<file path="src/rtl/tgr_pkg.sv">
package tgr_pkg;

    localparam int CFG_INDEX_W = 3;
    localparam int CFG_DATA_W  = 16;
    localparam int TIME_W      = 32;
    localparam int COUNT_W     = 8;
    localparam int DUR_W       = 16;

    // Register indexes on the configuration channel
    localparam logic [CFG_INDEX_W-1:0] REG_RELEASE_CONFIRM = 3'd0;
    localparam logic [CFG_INDEX_W-1:0] REG_TAP_MAX_DUR     = 3'd1;
    localparam logic [CFG_INDEX_W-1:0] REG_TAP_TOLERANCE   = 3'd2;
    localparam logic [CFG_INDEX_W-1:0] REG_HOLD_MS         = 3'd3;
    localparam logic [CFG_INDEX_W-1:0] REG_SURFACE_WIDTH   = 3'd4;
    localparam logic [CFG_INDEX_W-1:0] REG_SURFACE_HEIGHT  = 3'd5;
    localparam logic [CFG_INDEX_W-1:0] REG_ORIENTATION     = 3'd6;

    localparam logic [COUNT_W-1:0] RST_RELEASE_CONFIRM = 8'd2;
    localparam logic [DUR_W-1:0]   RST_TAP_MAX_DUR     = 16'd300;
    localparam logic [DUR_W-1:0]   RST_HOLD_MS         = 16'd600;
    localparam int                 RST_TAP_TOLERANCE   = 12;
    localparam int                 RST_SURFACE_WIDTH   = 320;
    localparam int                 RST_SURFACE_HEIGHT  = 480;

    typedef enum logic [1:0] {
        ORIENT_PORTRAIT       = 2'd0,
        ORIENT_LANDSCAPE      = 2'd1,
        ORIENT_PORTRAIT_FLIP  = 2'd2,
        ORIENT_LANDSCAPE_FLIP = 2'd3
    } orient_t;

    // Event kind flags, event_valid in the lowest bit
    typedef struct packed {
        logic is_tap;
        logic is_release;
        logic is_hold;
        logic is_move;
        logic is_start;
        logic event_valid;
    } evt_flags_t;

endpackage

</file>
<file path="src/rtl/tgr_orient.sv">
module tgr_orient #(
    parameter int COORD_BITS = 12
) (
    input  logic [COORD_BITS-1:0] raw_x,
    input  logic [COORD_BITS-1:0] raw_y,
    input  logic [COORD_BITS-1:0] surface_width,
    input  logic [COORD_BITS-1:0] surface_height,
    input  tgr_pkg::orient_t      orientation,
    output logic [COORD_BITS-1:0] ori_x,
    output logic [COORD_BITS-1:0] ori_y
);

    logic [COORD_BITS-1:0] max_x;
    logic [COORD_BITS-1:0] max_y;
    logic [COORD_BITS-1:0] clamp_x;
    logic [COORD_BITS-1:0] clamp_y;

    // A zero size behaves as a size of one, so the coordinate clamps to zero.
    assign max_x   = (surface_width  == '0) ? '0 : surface_width  - COORD_BITS'(1);
    assign max_y   = (surface_height == '0) ? '0 : surface_height - COORD_BITS'(1);
    assign clamp_x = (raw_x > max_x) ? max_x : raw_x;
    assign clamp_y = (raw_y > max_y) ? max_y : raw_y;

    always_comb begin
        case (orientation)
            tgr_pkg::ORIENT_PORTRAIT: begin
                ori_x = clamp_x;
                ori_y = clamp_y;
            end
            tgr_pkg::ORIENT_LANDSCAPE: begin
                ori_x = clamp_y;
                ori_y = max_x - clamp_x;
            end
            tgr_pkg::ORIENT_PORTRAIT_FLIP: begin
                ori_x = max_x - clamp_x;
                ori_y = max_y - clamp_y;
            end
            tgr_pkg::ORIENT_LANDSCAPE_FLIP: begin
                ori_x = max_y - clamp_y;
                ori_y = clamp_x;
            end
            default: begin
                ori_x = clamp_x;
                ori_y = clamp_y;
            end
        endcase
    end

endmodule

</file>
<file path="src/rtl/touch_gesture_recognizer_core.sv">
// Touch tap and hold gesture recogniser.
// The s_ channel takes one panel sample per word: touched in s_tuser, raw X, raw Y and a
// millisecond timestamp in s_tdata. The m_ channel returns exactly one word per sample:
// the event kind flags in m_tuser and the oriented position in m_tdata. A sample with no
// event still returns a word, with every field zero.
// The configuration channel (cfg_valid, cfg_ready, cfg_index, cfg_data) writes the
// seven settings; it is always ready and should only be used while no sample is in
// flight.
// The sample waits in the input register; clamping, rotation and the gesture update are
// done on the way into the result register, which drives m_.
// The core takes one sample per cycle while the receiver keeps m_tready high, as the
// gesture state is updated once for each sample that moves into the result register.
// Reset (aresetn low at a clock edge) empties both stages, ends any gesture and restores
// the default settings. When the receiver stalls, the result word holds and the input
// register still takes one more sample; after that s_tready drops until m_tready returns.
module touch_gesture_recognizer_core #(
    parameter int COORD_BITS = 12
) (
    input  logic                                  aclk,
    input  logic                                  aresetn,
    input  logic                                  s_tvalid,
    output logic                                  s_tready,
    // raw_x, raw_y, now_ms
    input  logic [((2*COORD_BITS+tgr_pkg::TIME_W+7)/8)*8-1:0] s_tdata,
    // touched
    input  logic                                  s_tuser,
    output logic                                  m_tvalid,
    input  logic                                  m_tready,
    // event_x, event_y
    output logic [((2*COORD_BITS+7)/8)*8-1:0]     m_tdata,
    // event_valid, is_start, is_move, is_hold, is_release, is_tap
    output logic [5:0]                            m_tuser,
    input  logic                                  cfg_valid,
    output logic                                  cfg_ready,
    input  logic [tgr_pkg::CFG_INDEX_W-1:0]       cfg_index,
    input  logic [tgr_pkg::CFG_DATA_W-1:0]        cfg_data
);

    localparam int M_DATA_W = ((2*COORD_BITS+7)/8)*8;
    localparam int S_USED_W = 2*COORD_BITS+tgr_pkg::TIME_W;

    // Settings
    logic [tgr_pkg::COUNT_W-1:0] release_confirm_reg;
    logic [tgr_pkg::DUR_W-1:0]   tap_max_dur_reg;
    logic [COORD_BITS-1:0]       tap_tol_reg;
    logic [tgr_pkg::DUR_W-1:0]   hold_ms_reg;
    logic [COORD_BITS-1:0]       surface_w_reg;
    logic [COORD_BITS-1:0]       surface_h_reg;
    tgr_pkg::orient_t            orient_reg;

    // Input stage
    logic                        s1_valid_reg;
    logic                        s1_touched_reg;
    logic [COORD_BITS-1:0]       s1_x_reg;
    logic [COORD_BITS-1:0]       s1_y_reg;
    logic [tgr_pkg::TIME_W-1:0]  s1_now_reg;
    logic [COORD_BITS-1:0]       ori_x;
    logic [COORD_BITS-1:0]       ori_y;
    logic [COORD_BITS-1:0]       raw_x;
    logic [COORD_BITS-1:0]       raw_y;
    logic [tgr_pkg::TIME_W-1:0]  now_ms;

    // Gesture state
    logic                        active_reg,   active_next;
    logic                        hold_rep_reg, hold_rep_next;
    logic [tgr_pkg::COUNT_W-1:0] empty_reg,    empty_next;
    logic [tgr_pkg::TIME_W-1:0]  press_t_reg,  press_t_next;
    logic [COORD_BITS-1:0]       press_x_reg,  press_x_next;
    logic [COORD_BITS-1:0]       press_y_reg,  press_y_next;
    logic [COORD_BITS-1:0]       last_x_reg,   last_x_next;
    logic [COORD_BITS-1:0]       last_y_reg,   last_y_next;

    // Result stage
    logic                        m_valid_reg;
    tgr_pkg::evt_flags_t         evt_reg,      evt_next;
    logic [COORD_BITS-1:0]       ev_x_reg,     ev_x_next;
    logic [COORD_BITS-1:0]       ev_y_reg,     ev_y_next;

    logic                        s_accept;
    logic                        adv;
    logic [tgr_pkg::TIME_W-1:0]  elapsed;
    logic [tgr_pkg::COUNT_W-1:0] empty_inc;
    logic [COORD_BITS-1:0]       cmp_x;
    logic [COORD_BITS-1:0]       cmp_y;
    logic [COORD_BITS-1:0]       diff_x;
    logic [COORD_BITS-1:0]       diff_y;
    logic                        within_tol;

    assign raw_x  = s_tdata[COORD_BITS-1:0];
    assign raw_y  = s_tdata[2*COORD_BITS-1:COORD_BITS];
    assign now_ms = s_tdata[S_USED_W-1:2*COORD_BITS];

    assign adv      = s1_valid_reg && (!m_valid_reg || m_tready);
    assign s_tready = !s1_valid_reg || adv;
    assign s_accept = s_tvalid && s_tready;
    assign cfg_ready = 1'b1;

    always_ff @(posedge aclk) begin
        if (!aresetn) begin
            release_confirm_reg <= tgr_pkg::RST_RELEASE_CONFIRM;
            tap_max_dur_reg     <= tgr_pkg::RST_TAP_MAX_DUR;
            tap_tol_reg         <= COORD_BITS'(tgr_pkg::RST_TAP_TOLERANCE);
            hold_ms_reg         <= tgr_pkg::RST_HOLD_MS;
            surface_w_reg       <= COORD_BITS'(tgr_pkg::RST_SURFACE_WIDTH);
            surface_h_reg       <= COORD_BITS'(tgr_pkg::RST_SURFACE_HEIGHT);
            orient_reg          <= tgr_pkg::ORIENT_PORTRAIT;
        end else if (cfg_valid && cfg_ready) begin
            case (cfg_index)
                tgr_pkg::REG_RELEASE_CONFIRM:
                    release_confirm_reg <= cfg_data[tgr_pkg::COUNT_W-1:0];
                tgr_pkg::REG_TAP_MAX_DUR:    tap_max_dur_reg <= cfg_data;
                tgr_pkg::REG_TAP_TOLERANCE:  tap_tol_reg <= cfg_data[COORD_BITS-1:0];
                tgr_pkg::REG_HOLD_MS:        hold_ms_reg <= cfg_data;
                tgr_pkg::REG_SURFACE_WIDTH:  surface_w_reg <= cfg_data[COORD_BITS-1:0];
                tgr_pkg::REG_SURFACE_HEIGHT: surface_h_reg <= cfg_data[COORD_BITS-1:0];
                tgr_pkg::REG_ORIENTATION:
                    orient_reg <= tgr_pkg::orient_t'(cfg_data[1:0]);
                default: ;
            endcase
        end
    end

    always_ff @(posedge aclk) begin
        if (!aresetn) begin
            s1_valid_reg <= 1'b0;
        end else if (s_tready) begin
            s1_valid_reg <= s_tvalid;
        end
    end

    always_ff @(posedge aclk) begin
        if (s_accept) begin
            s1_touched_reg <= s_tuser;
            s1_x_reg       <= raw_x;
            s1_y_reg       <= raw_y;
            s1_now_reg     <= now_ms;
        end
    end

    tgr_orient #(
        .COORD_BITS (COORD_BITS)
    ) u_orient (
        .raw_x          (s1_x_reg),
        .raw_y          (s1_y_reg),
        .surface_width  (surface_w_reg),
        .surface_height (surface_h_reg),
        .orientation    (orient_reg),
        .ori_x          (ori_x),
        .ori_y          (ori_y)
    );

    // The tolerance test compares against the new position on a move and against the
    // last position on a release.
    assign elapsed   = s1_now_reg - press_t_reg;
    assign empty_inc = empty_reg + tgr_pkg::COUNT_W'(1);
    assign cmp_x     = s1_touched_reg ? ori_x : last_x_reg;
    assign cmp_y     = s1_touched_reg ? ori_y : last_y_reg;
    assign diff_x    = (cmp_x > press_x_reg) ? cmp_x - press_x_reg : press_x_reg - cmp_x;
    assign diff_y    = (cmp_y > press_y_reg) ? cmp_y - press_y_reg : press_y_reg - cmp_y;
    assign within_tol = (diff_x <= tap_tol_reg) && (diff_y <= tap_tol_reg);

    always_comb begin
        active_next   = active_reg;
        hold_rep_next = hold_rep_reg;
        empty_next    = empty_reg;
        press_t_next  = press_t_reg;
        press_x_next  = press_x_reg;
        press_y_next  = press_y_reg;
        last_x_next   = last_x_reg;
        last_y_next   = last_y_reg;
        evt_next      = '0;
        ev_x_next     = '0;
        ev_y_next     = '0;
        if (!s1_touched_reg) begin
            if (active_reg) begin
                if (empty_inc < release_confirm_reg) begin
                    empty_next = empty_inc;
                end else begin
                    evt_next.event_valid = 1'b1;
                    evt_next.is_release  = 1'b1;
                    evt_next.is_tap      = (elapsed <= tgr_pkg::TIME_W'(tap_max_dur_reg))
                                           && within_tol;
                    ev_x_next   = last_x_reg;
                    ev_y_next   = last_y_reg;
                    active_next = 1'b0;
                    empty_next  = '0;
                end
            end
        end else begin
            empty_next           = '0;
            evt_next.event_valid = 1'b1;
            ev_x_next            = ori_x;
            ev_y_next            = ori_y;
            last_x_next          = ori_x;
            last_y_next          = ori_y;
            if (!active_reg) begin
                active_next       = 1'b1;
                hold_rep_next     = 1'b0;
                press_t_next      = s1_now_reg;
                press_x_next      = ori_x;
                press_y_next      = ori_y;
                evt_next.is_start = 1'b1;
            end else begin
                evt_next.is_move = 1'b1;
                if (!hold_rep_reg && (elapsed >= tgr_pkg::TIME_W'(hold_ms_reg))
                        && within_tol) begin
                    hold_rep_next    = 1'b1;
                    evt_next.is_hold = 1'b1;
                end
            end
        end
    end

    always_ff @(posedge aclk) begin
        if (!aresetn) begin
            active_reg   <= 1'b0;
            hold_rep_reg <= 1'b0;
            empty_reg    <= '0;
            m_valid_reg  <= 1'b0;
        end else begin
            if (adv) begin
                active_reg   <= active_next;
                hold_rep_reg <= hold_rep_next;
                empty_reg    <= empty_next;
            end
            if (adv) begin
                m_valid_reg <= 1'b1;
            end else if (m_tready) begin
                m_valid_reg <= 1'b0;
            end
        end
    end

    always_ff @(posedge aclk) begin
        if (adv) begin
            press_t_reg <= press_t_next;
            press_x_reg <= press_x_next;
            press_y_reg <= press_y_next;
            last_x_reg  <= last_x_next;
            last_y_reg  <= last_y_next;
            evt_reg     <= evt_next;
            ev_x_reg    <= ev_x_next;
            ev_y_reg    <= ev_y_next;
        end
    end

    assign m_tvalid = m_valid_reg;
    assign m_tuser  = evt_reg;
    assign m_tdata  = M_DATA_W'({ev_y_reg, ev_x_reg});

    // Exactly one of start, move and release is set whenever an event is reported, and none otherwise.
    a_kind_onehot: assert property (@(posedge aclk) disable iff (!aresetn)
        m_valid_reg |-> (evt_reg.event_valid ==
            $onehot({evt_reg.is_start, evt_reg.is_move, evt_reg.is_release})))
        else $error("event kind flags inconsistent with event_valid");

    // A tap only comes with a release, a hold only with a move.
    a_tap_hold_kind: assert property (@(posedge aclk) disable iff (!aresetn)
        m_valid_reg |-> ((!evt_reg.is_tap || evt_reg.is_release)
                         && (!evt_reg.is_hold || evt_reg.is_move)))
        else $error("tap or hold reported with the wrong event kind");

    // A release ends the gesture; a start opens one.
    a_release_ends: assert property (@(posedge aclk) disable iff (!aresetn)
        adv && evt_next.is_release |=> !active_reg && m_valid_reg)
        else $error("gesture still active after release");

    a_start_opens: assert property (@(posedge aclk) disable iff (!aresetn)
        adv && evt_next.is_start |=> active_reg && !hold_rep_reg)
        else $error("gesture not opened on start");

endmodule

</file>
<file path="config.mk">
export PLATFORM = sky130hd
export DESIGN_NAME = touch_gesture_recognizer_core
export DESIGN_NICKNAME = d
export VERILOG_FILES = /design/src/rtl/tgr_pkg.sv /design/src/rtl/tgr_orient.sv /design/src/rtl/touch_gesture_recognizer_core.sv
export SDC_FILE = /design/constraint.sdc
export NUM_CORES = 1
export LEC_CHECK = 0
export BUFFER_PORTS_ARGS = -buffer_cell sky130_fd_sc_hd__buf_4
export CAP_MARGIN = 20
export CORE_ASPECT_RATIO = 0.75
export CORE_MARGIN = 2
export CORE_UTILIZATION = 55
export DETAILED_ROUTE_END_ITERATION = 16
export PLACE_DENSITY = 0.73
export SLEW_MARGIN = 40
export SYNTH_ARGS = -nofsm -noshare
export SYNTH_HDL_FRONTEND = slang
export SYNTH_SLANG_ARGS = --single-unit
</file>
<file path="constraint.sdc">
create_clock -name aclk -period 31.1 [get_ports aclk]
set_input_delay 6.22 -clock aclk [delete_from_list [all_inputs] [get_ports aclk]]
set_output_delay 6.22 -clock aclk [all_outputs]
set_load 0.01 [all_outputs]
</file>
# --- Yosys cells after proc, flatten, opt, wreduce, memory -nomap -nowiden ---
# Cells that the tools add are included.
word_totals:
  wordCells: 121
  rom_bits: 0
  ram_bits: 0
  mem_count: 0
  in_bits: 81
  latch_bits: 0
  reg_bits: 257
  output_inout_bits: 33
classes:
  muxes: 32
  n_eq_ne: 10
  bitwise: 1
  n_reduce_logical: 30
  mul: 0
  div: 0
  n_shift: 0
  n_lt_le_gt_ge: 9
  addsub: 10
op_table:
  columns: ["cell", "count"]
  rows:
  - ["12-bit two-way mux", 14]
  - ["12-bit case mux with 4 select lines", 2]
  - ["12-bit subtractor", 6]
  - ["12-bit > comparator", 4]
  - ["32-bit by 16-bit greater-or-equal comparator with 1-bit output", 1]
  - ["32-bit by 16-bit less-or-equal comparator with 1-bit output", 1]
  - ["32-bit subtractor", 1]
  - ["12-bit less-or-equal comparator", 2]
  - ["12-bit logical NOT", 2]
  - ["8-bit two-way mux", 3]
  - ["12-bit by 1-bit subtractor with 12-bit output, second input constant", 2]
  - ["2-bit AND reduction", 9]
  - ["1-bit two-way mux", 13]
  - ["3-bit == test, second input constant", 3]
  - ["8-bit by 1-bit adder with 8-bit output, second input constant", 1]
  - ["8-bit less-than comparator", 1]
  - ["3-bit by 2-bit == test with 1-bit output, second input constant", 2]
  - ["1-bit logical AND", 6]
  - ["3-bit AND reduction", 2]
  - ["2-bit == test, second input constant", 2]
  - ["2-bit nonzero test", 2]
  - ["3-bit by 1-bit == test with 1-bit output, second input constant", 1]
  - ["1-bit logical NOT", 3]
  - ["3-bit logical NOT", 1]
  - ["7 further kinds", 8]

# --- Depth between registers and ports, before layout ---
logic_depth:
  depth_word: 14
  mapped_depth: 51

# --- Hierarchy ---
# Synthesis repeated with hierarchy kept, for this count alone.
hier_totals:
  hier_cells: 2098
  area_unflattened_um2: 18699.2
by_module_without_submodules:
  columns: ["mod", "cells_per_inst", "n_inst", "area_each_um2", "seq_area_each_um2"]
  rows:
  - ["touch_gesture_recognizer_core", 1457, 1, 14851.7, 6816.5]
  - ["tgr_orient", 641, 1, 3847.4, 0.0]

# --- Least setup slack after synthesis ---
# OpenSTA, ideal clock, no wires.
synth_path:
  path_type: "input port to output port"
  startpoint: "input port m_tready"
  endpoint: "output port s_tready"
  t_required_ns: 24.880
  slack_ns: 18.344
  path_buffers: 0
  stages: 2
  arrival_time_ns: 6.536
  path_cell_list: "nor2b_1 -> nand2_1"
synth_between:
  elab_chain_cells: 3
synth_rtl:
  columns: ["item", "line", "source"]
  rows:
  - ["start, declared", "touch_gesture_recognizer_core.sv:28", "input logic m_tready,"]
  - ["1-bit logical OR", "touch_gesture_recognizer_core.sv:93", "assign adv = s1_valid_reg && (!m_valid_reg || m_tready);"]
  - ["1-bit logical AND", "touch_gesture_recognizer_core.sv:93", null]
  - ["1-bit logical OR", "touch_gesture_recognizer_core.sv:94", "assign s_tready = !s1_valid_reg || adv;"]
  - ["end, declared", "touch_gesture_recognizer_core.sv:22", "output logic s_tready,"]
# Every way passes these cells.

# --- Final worst setup path ---
# Ends and elaborated chain as after synthesis.

==> results.yml <==
run_status:
  status: "complete, no violations"
worst_setup_path:
  critPathSlowestCell: "nor2b_1"
  worst-endpoint-required_ns: 24.88
  critPathMaxFanout: 4
  critPathCaptureType: "output port"
  reg2reg_to: "m_tuser[5]"
  crit_chain: "buf_4 -> nor2b_1 -> nand2_1 -> buf_4"
  worstPathArrival_ns: 6.91
  critPathKind: "input pin to output port"
  path_delay_family: "simple AND/OR/NAND/NOR gates"
  cp.depth: 4
  reg2regPathDepth: 44
  cp_common_cell: "buf_4"
  cp-start-kind: "input pin"
  slowest_delay_ns: 0.30
  r2r_slack_ns: 19.31
  worstSetupEndpoint: "s_tready"
  cp_num_buf_inv: 2
  worstSetupStartpoint: "m_tready"
  worstReg2RegStart: "surface_h_reg[5]"
logic_synthesis:
  synth-edff-count: 167
  postSynthAreaPerCell_um2: 9.16
  synthArstFlopShare: 0
  ys_types: 93
  synthAdderAreaFrac: 0.136
  ys_ff_latch: 257
  synth_top_family_by_area: "compound AO/OA/AOI/OAI gates"
  synth_area_leaders: "edfxtp_1 (27%), ha_1 (13%), dfxtp_1 (9.8%)"
  syn_inst: 2004
  syn_area_um2: 18400
  yosys.area_share.simple: 0.161
  ys_warn_count: 0
  synthMuxAreaShare: 0.0445
  synthMostInstantiatedCell: "nand2_1"
  yosys.area_share.xor_xnor: 0.0296
  syn_nets: 2277
  synth_compound_area_frac: 0.204
  seq_area_frac_synth: 0.371
  ys.flop_type: "edfxtp_1"
  netlist.area_leader.share: 0.273
  yosys.area.top_type: "edfxtp_1"
  ys_top_cells_by_count: "nand2_1 (251), ha_1 (186), inv_1 (186), edfxtp_1 (167), o21ai_0 (105)"
layout:
  final_layout_size_suffix_gt1_frac: 0.113
  antenna_cells: 0
  design_area_um2: 20600
  layout.nets: 2359
  finish.utilization: 0.631
  nFillCells: 2740
  area_growth_pct: 12.0
global_route:
  grtUsageTotal: 0.272
  grt_pass1_vias: 14271
  antenna_found_initial: 0
  grt_remaining_overflow: 0
  grt_max_degree: 96
  grt_pass1_wl_um: 76500
sta:
  rsz0062_at_grt: "no"
  max_freq_mhz: 76.1
  setup_tns_ns: 0
  post-route-min-period_ns: 13.13
  worstMarginPinSlew_ns: 0.830
  timing.final.max_slew_violations: 0
  relSlewSlack: 0.446
  period_share: 0.422
  finalSetupViolations: 0
  worst_slack_ns: 17.97
  skew_ns: 0.0272
  hold_viol_final: 0
place:
  gp_congestion: 0.951
  post-dp-hpwl_um: 35900
  dp_slack_ns: 17.96
  numPortBuffers: 112
  placed_cell_area_um2: 19600
clocking:
  post_cts_buffers: 0
  cts_inserted_buffers: 27
  h-tree-depth: 1
  cts.sinks: 257
  holdBufCountCts: 0
  max-clock-path-buffers: 3
  insertion_delay_ns: 0.57
  cts_tree: "done"
  cts.repair.resized: 0
  cts.clk_slew.worst_paths_ns: 0.07
  cts_root_buf: "clkbuf_16"
floorplanning:
  start_util: 0.563
  dieArea_um2: 34900
  die_h_um: 162
  fp.dieW_um: 215
  rows: 57
  num_io_pins: 114
  fp.coreArea_um2: 32600
power:
  peakVddDrop_uv: 40.2
  power.density_nw_per_um2: 51.7
  power.leakage_nw: 8.68
routing:
  initialDrtViolationCount: 1553
  viasPerCell: 6.00
  routed_wl_um: 48100
  drc: 0
  wl_per_cell_um: 18.9
  vias: 15278
  drt_first_pass_iters: 5
  ant_nets: 0
min_path:
  hold_path_class: "flop to flop"
  min_path_cells: 0
flow_run:
  drv_cap: 0
metrics by stage:
step	cells	total power [mW]	hold slack (ns)
global route	2548	1.12	0.470
CTS	2547	1.06	0.458
floorplan	2004	0.634	0.426
global placement	2498	0.709	0.442
finish	2548	1.06	0.460
detailed placement	2498	0.719	0.440
worst min path at each step:
stage | from | end | slack [ns]
4_1_cts | s1_now_reg[10] | press_t_reg[10] | 0.46
2_1_floorplan | s1_now_reg[0] | press_t_reg[0] | 0.43
5_1_grt | s1_now_reg[25] | press_t_reg[25] | 0.47
3_3_place_gp | s1_now_reg[23] | press_t_reg[23] | 0.44
6_report | s1_now_reg[25] | press_t_reg[25] | 0.46
3_5_place_dp | s1_now_reg[27] | press_t_reg[27] | 0.44
logic make-up (layout without fill, tap and decap cells):
logic type	after synthesis	after routing
AO/OA/AOI/OAI	550	550
other	1	1
AND/OR/NAND/NOR	611	611
multiplexers	68	68
adder cells (fa/ha/maj)	197	197
flip-flops	257	257
buffers and inverters	258	360
XOR/XNOR	62	62
metal layers:
layer,vias to the layer above,share of wire,global-route usage
met3,67,0.073,0.0378
met2,551,0.42,0.404
met5,-,0,0
met4,0,0.022,0.0628
met1,7246,0.49,0.419
li1,7414,-,-
cell usage in the layout (no fill, tap or decap), types with 7 or more instances in the layout:
master     instances
nand2_1          251
inv_1            186
ha_1             186
edfxtp_1         167
buf_4            120
o21ai_0          105
a21oi_1          100
dfxtp_1           90
nor2_1            89
a21boi_0          69
a21o_1            65
nor3_1            45
nor2b_1           42
nand3_1           41
mux2i_1           40
xnor2_1           37
o21a_1            31
o211ai_1          30
clkbuf_16         29
nand4_1           26
nand2b_1          25
xor2_1            25
a211oi_1          21
mux2_2            19
and2_1            15
a31oi_1           15
or2_2             11
a22o_1            11
and3_1            10
nor4_1            10
o21bai_1          10
or3_1              9
mux4_2             9
clkbuf_8           9
o31ai_1            8
o31a_1             7
o22ai_1            7
final cells by class:
class / count / area [µm²] / area share
clock buffers: 40 / 857 / 0.0417
repair buffers: 122 / 940 / 0.0457
clock inverters: 9 / 82.6 / 0.00402
inverters: 189 / 709 / 0.0345
flip-flops and latches: 257 / 6820 / 0.332
well taps: 442 / 553 / 0.0269
multi-input cells: 1489 / 10600 / 0.516
power breakdown:
part           leakage (nW)  internal (mW)  switching, mW
registers              2.31          0.383        0.00895
clock network         0.471          0.199          0.143
logic                  5.90          0.139          0.190
total                  8.68          0.721          0.342
Note: power is estimated with default switching activity, not from simulation.
